### config.mk
export PLATFORM = sky130hd
export DESIGN_NAME = fpa_div
export DESIGN_NICKNAME = d
export VERILOG_FILES = /design/src/design/assert_macros.svh /design/src/design/fpa_pkg.sv /design/src/design/fpa_div.sv
export SDC_FILE = /design/constraint.sdc
export NUM_CORES = 2
export LEC_CHECK = 0
export ABC_CLOCK_PERIOD_IN_PS = 16200
export BUFFER_PORTS_ARGS = -buffer_cell sky130_fd_sc_hd__buf_2
export CAP_MARGIN = 20
export CORE_UTILIZATION = 39
export CTS_BUF_LIST = sky130_fd_sc_hd__clkbuf_4 sky130_fd_sc_hd__clkbuf_8
export CTS_CLUSTER_DIAMETER = 60
export CTS_CLUSTER_SIZE = 12
export DETAILED_ROUTE_END_ITERATION = 6
export GPL_ROUTABILITY_DRIVEN = 0
export GPL_TIMING_DRIVEN = 0
export PLACE_DENSITY = 0.53
export SLEW_MARGIN = 20
export SYNTH_ARGS = -nofsm -noshare
export SYNTH_HDL_FRONTEND = slang
export SYNTH_SLANG_ARGS = --single-unit
### constraint.sdc
create_clock -name clk_i -period 16.2 [get_ports clk_i]
set_input_delay 1.62 -clock clk_i [delete_from_list [all_inputs] [get_ports clk_i]]
set_output_delay 1.62 -clock clk_i [all_outputs]
set_load 0.02 [all_outputs]
### src/design/assert_macros.svh
// Assertion macros for the RTL of the fixed-point ALU.
`ifndef ASSERT_MACROS_SVH
`define ASSERT_MACROS_SVH

// The consequent must hold in the same cycle as the antecedent.
`define ASSERT_IMP(lbl, clk, rst_n, ante, cons) \
  lbl: assert property (@(posedge clk) disable iff (!rst_n) (ante) |-> (cons)) \
    else $error("assertion failed");

// The consequent must hold in the cycle after the antecedent.
`define ASSERT_NXT(lbl, clk, rst_n, ante, cons) \
  lbl: assert property (@(posedge clk) disable iff (!rst_n) (ante) |=> (cons)) \
    else $error("assertion failed");

`endif

### src/design/fpa_pkg.sv
// Package with the widths, codes and types of the fixed-point ALU.
package fpa_pkg;

  localparam int WORD_W    = 32;
  localparam int FRAC_BITS = 8;
  localparam int OP_W      = 4;
  localparam int STAT_W    = 2;

  localparam int NUM_W      = WORD_W + FRAC_BITS;
  localparam int DIV_BITS   = 4;
  localparam int DIV_STAGES = (NUM_W + DIV_BITS - 1) / DIV_BITS;
  localparam int DIV_PAD_W  = DIV_STAGES * DIV_BITS;
  localparam int DIV_Q_W    = DIV_PAD_W + 1;
  localparam int PROD_W     = 2 * WORD_W;
  localparam int MULQ_W     = PROD_W - FRAC_BITS;
  localparam int MAG_W      = (MULQ_W > DIV_Q_W) ? MULQ_W : DIV_Q_W;
  localparam int NSTG       = DIV_STAGES + 3;
  localparam int MULQ_STAGE = 2;

  typedef logic [WORD_W-1:0] word_t;

  localparam word_t WORD_MAX = {1'b0, {(WORD_W - 1){1'b1}}};
  localparam word_t WORD_MIN = {1'b1, {(WORD_W - 1){1'b0}}};
  localparam logic [PROD_W-1:0] MUL_RND = PROD_W'(1) << (FRAC_BITS - 1);

  typedef enum logic [OP_W-1:0] {
    OP_ADD = 4'd0,
    OP_SUB = 4'd1,
    OP_MUL = 4'd2,
    OP_DIV = 4'd3,
    OP_MIN = 4'd4,
    OP_MAX = 4'd5,
    OP_INC = 4'd6,
    OP_DEC = 4'd7,
    OP_CMP = 4'd8
  } op_e;

  typedef enum logic [STAT_W-1:0] {
    ST_OK   = 2'd0,
    ST_OVF  = 2'd1,
    ST_DIVZ = 2'd2
  } status_e;

  typedef struct packed {
    op_e                 op;
    word_t               res;
    logic                ovf;
    logic                lt;
    logic                eq;
    logic                gt;
    logic                neg;
    logic                dz;
    logic [MULQ_W-1:0]   mulq;
  } side_t;

endpackage

### src/design/fpa_div.sv
// Pipelined restoring divider for the scaled magnitude quotient.
module fpa_div import fpa_pkg::*; (
  input  logic                  clk_i,
  input  logic [DIV_STAGES-1:0] en_i,
  input  word_t                 num_i,
  input  word_t                 den_i,
  output logic [DIV_PAD_W-1:0]  quo_o,
  output word_t                 rem_o,
  output word_t                 den_o
);

  typedef struct packed {
    word_t                rem;
    logic [DIV_PAD_W-1:0] nq;
  } dstate_t;

  function automatic dstate_t div_step(dstate_t s, word_t d);
    dstate_t         r;
    logic [WORD_W:0] trial;
    r = s;
    for (int i = 0; i < DIV_BITS; i++) begin
      trial = {r.rem, r.nq[DIV_PAD_W-1]};
      r.nq  = {r.nq[DIV_PAD_W-2:0], 1'b0};
      if (trial >= {1'b0, d}) begin
        r.rem   = WORD_W'(trial - {1'b0, d});
        r.nq[0] = 1'b1;
      end else begin
        r.rem = trial[WORD_W-1:0];
      end
    end
    return r;
  endfunction

  word_t                rem_q [DIV_STAGES];
  logic [DIV_PAD_W-1:0] nq_q  [DIV_STAGES];
  word_t                den_q [DIV_STAGES];
  logic [DIV_PAD_W-1:0] nq_in;

  assign nq_in = DIV_PAD_W'({num_i, {FRAC_BITS{1'b0}}});

  for (genvar s = 0; s < DIV_STAGES; s++) begin : g_stage
    dstate_t cur;
    dstate_t nxt;
    word_t   d_cur;

    if (s == 0) begin : g_first
      assign cur   = {word_t'(0), nq_in};
      assign d_cur = den_i;
    end else begin : g_rest
      assign cur   = {rem_q[s-1], nq_q[s-1]};
      assign d_cur = den_q[s-1];
    end

    assign nxt = div_step(cur, d_cur);

    always_ff @(posedge clk_i) begin
      if (en_i[s]) begin
        rem_q[s] <= nxt.rem;
        nq_q[s]  <= nxt.nq;
        den_q[s] <= d_cur;
      end
    end
  end

  assign quo_o = nq_q[DIV_STAGES-1];
  assign rem_o = rem_q[DIV_STAGES-1];
  assign den_o = den_q[DIV_STAGES-1];

endmodule

==> results by group <==
Run status
  – Status: complete, but fails checks
  – Violated checks: DRC

Finish
  – Highest-count cells in the layout ignoring fill and taps: 1243 x ha_1, 1094 x a21oi_1, 972 x edfxtp_1, 766 x nand2_1, 765 x nor2_1
  – Layout cell share with drive strength beyond 1: between 10% and 20%
  – Register area: roughly 0.029 mm^2
  – Layout overhead on the synthesized area: 8.41%
  – Most common library cell in the layout ignoring fill and taps: ha_1
  – Nets: 13400
  – Post-route core utilization: between 40% and 50%
  – Total area of multi-input combinational cells: just over 0.07 mm^2
  – Filler cell count: 26100

Yosys
  – Post-synthesis sequential area ratio: between 20% and 30%
  – Post-synthesis mux area share: 6.90%
  – Flip-flop cell with the highest count after synthesis: edfxtp_1
  – Post-Synthesis Cell Area: about 0.10 mm^2
  – Simple-gate portion of the synthesized area: ~14%
  – Asr flop ratio synth: 0%
  – Syn nets: approximately 13000
  – Main combinational cell family by area after synthesis: compound AO/OA/AOI/OAI gates
  – Number of enable flip-flop cells after synthesis: around 970
  – Synthesized netlist cell count: 11700
  – Synth Area in XOR/XNOR: approximately 8.6%
  – Top cells by area in the synthesized netlist: edfxtp_1 28%, ha_1 15%, xnor2_1 5.5%
  – Share of the synthesized area in the top cell type: about 28%
  – Mean post-synth cell area: ~8.9 um^2
  – Fraction of the mapped netlist area in compound gates: between 20 and 25%
  – Number of library cell types mapped by synthesis: 111
  – Post-synthesis sequential element count: roughly 1000
  – Most area-hungry cell type in the Yosys netlist: edfxtp_1
  – Count of yosys warnings during synthesis: 0
  – Adder-cell area share of the yosys netlist: between 10% and 20%

Timing
  – Share of the clock period used by the worst path: approximately 97%
  – Slew @ Worst Pin: roughly 1.4 ns
  – Crit path setup slack, layout: 0.476 ns
  – Fin. max-slew vios: 0
  – Count of endpoints failing setup in the final report: 0
  – Worst-case headroom to the max-slew limit: roughly 8%
  – Post-layout min period: approximately 16 ns
  – Setup TNS: 0 ns
  – Post-Route Skew: approximately 0.11 ns
  – Highest clock rate: 0.0636 GHz
  – Final Hold Vio Count: 0

Worst setup path
  – Arrival time reported for the critical path endpoint: between 15 and 20 ns
  – Largest fanout of any net on the critical path: 10
  – Required time of the critical path: roughly 17 ns
  – Setup crit start kind: register
  – Element type at the critical path end: register
  – Class of the most critical setup path: reg -> reg
  – Largest stage delay on the critical path: between 0.5 and 0.6 ns
  – Slowest cell on the critical path: edfxtp_1

Drt
  – Number of vias in the routed layout: roughly 93000
  – DRC viols: 8
  – Overall routed net length: 369000 um
  – First-pass DRT Iterations: 7
  – Detailed Route Iter0 Violations: around 8700
  – Average wire per cell in the routed design: 23.6 um
  – Post-detailed-route count of antenna-violating nets: 0
  – Average via count per standard cell: about 5.9

Die
  – Full die area: 0.271 mm^2
  – Top-level I/O count: about 180
  – Vertical die dimension: approximately 520 um
  – Placement row count: approximately 190
  – Die span in x: between 500 and 600 um
  – Starting Density: 39.4%
  – Placeable core region: 0.266 mm^2

Place
  – Detailed placement HPWL: 304000 um
  – Placement-stage worst setup slack: -1.08 ns
  – Input/output buffers: around 180

CTS
  – TritonCTS Sinks: 972
  – Longest Clk Path Bufs: 4
  – # H-tree levels: 3
  – TritonCTS clock tree: yes
  – Clock Pin Slew Worst Setup and Hold Paths: ~0.080 ns
  – CTS root buf: clkbuf_8
  – Clock buffers created by TritonCTS: ~120
  – Clock latency at the later pin of the worst-skew pair: around 1.1 ns

Global route
  – Antenna violations before repair: 21
  – Combined global-route utilization of all metal layers: between 20% and 30%
  – Vias in the first global route: about 90000
  – Maximum number of pins on one net before global-route repair: 80
  – Remaining Overflow, GRT: 0
  – First-pass GRT wire length: between 500000 and 600000 um

Job
  – Maximum capacitance violations: 0

Min path
  – Path type of the worst min-delay path: reg -> reg
-- worst max-delay path: cells and delay by family, from the launching register on --
kind	cells	cell delay, ns
AO/OA/AOI/OAI	24	5.90
adder cells (fa/ha/maj)	4	1.36
buffers and inverters	11	3.71
flip-flops	1	0.54
multiplexers	3	1.18
AND/OR/NAND/NOR	13	2.76
-- timing repair --
action,4_1_cts,5_1_grt
setup buffers,3,27
endpoints found under the setup margin,224,319
hold endpoints to repair,0,0
hold buffers,0,0
resized for setup,49,146
pin swaps,0,4
-- cell type report --
| type | count | share of cell area, % |
|---|---|---|
| multi-input combinational | 9689 | 63.2 |
| sequential | 972 | 25.7 |
| tap | 3533 | 3.89 |
| inverter | 793 | 2.66 |
| clock buffer | 129 | 1.53 |
| timing repair buffer | 219 | 1.32 |
| buffer | 250 | 1.06 |
| clock inverter | 57 | 0.615 |
| antenna | 10 | 0.0220 |
-- state kept, by name, indices dropped and copies added, names as in the netlist --
name and count:
nq_q 332, rem_q 320, den_q 320
-- cell families (layout without fill, tap and decap cells) --
| group | after synthesis | in the layout |
|---|---|---|
| AOI/OAI and AO/OA | 3744 | 3744 |
| xor gates and xnor gates | 1033 | 1033 |
| adders and majority gates | 1277 | 1277 |
| buffers and inverters | 1046 | 1448 |
| DFF | 972 | 972 |
| muxes | 634 | 634 |
| other | 0 | 10 |
| and+or+nand+nor | 3001 | 3001 |
-- through the flow --
| stage | hold slack, ns | cells | cell area [um^2] |
|---|---|---|---|
| after floorplan | 0.400 | 11700 | 105000 |
| after global placement | 0.402 | 15400 | 110000 |
| after detailed placement | 0.405 | 15400 | 110000 |
| after CTS | 0.357 | 15600 | 113000 |
| after global routing | 0.380 | 15600 | 113000 |
| final | 0.387 | 15700 | 113000 |
-- synthesized netlist by cell type, types with 183 or more instances --
cell and n:
xor2_1 378, nor2b_1 192, inv_1 771, nand3_1 227
a21o_1 577, a21oi_1 1100, o21ai_0 755, edfxtp_1 972
ha_1 1244, xnor2_1 655, nand2_1 770, mux2_2 469
nor2_1 767, nand4_1 183
-- final timing paths --
kind	start	endpoint	slack (ns)	cells after the start
setup reg to reg	den_q[7][0]$_DFFE_PP_	rem_q[8][29]$_DFFE_PP_	0.48	55
hold reg to reg	den_q[7][23]$_DFFE_PP_	den_q[8][23]$_DFFE_PP_	0.39	0
setup / recovery	den_q[7][0]$_DFFE_PP_	rem_q[8][29]$_DFFE_PP_	0.48	55
hold / removal	den_q[7][23]$_DFFE_PP_	den_q[8][23]$_DFFE_PP_	0.39	0
-- metal layers --
metal  track usage (%)  share of wire [%]  routed length, um
met1              35.5                 44             164000
met2              41.7                 44             163000
met3              3.59                7.0              25800
met4              10.3                4.3              15900
met5                 0              0.019                 70
Power is left out: the tool's default activity adds up to more than one toggle a clock period on the data nets, which glitch-free logic cannot reach.
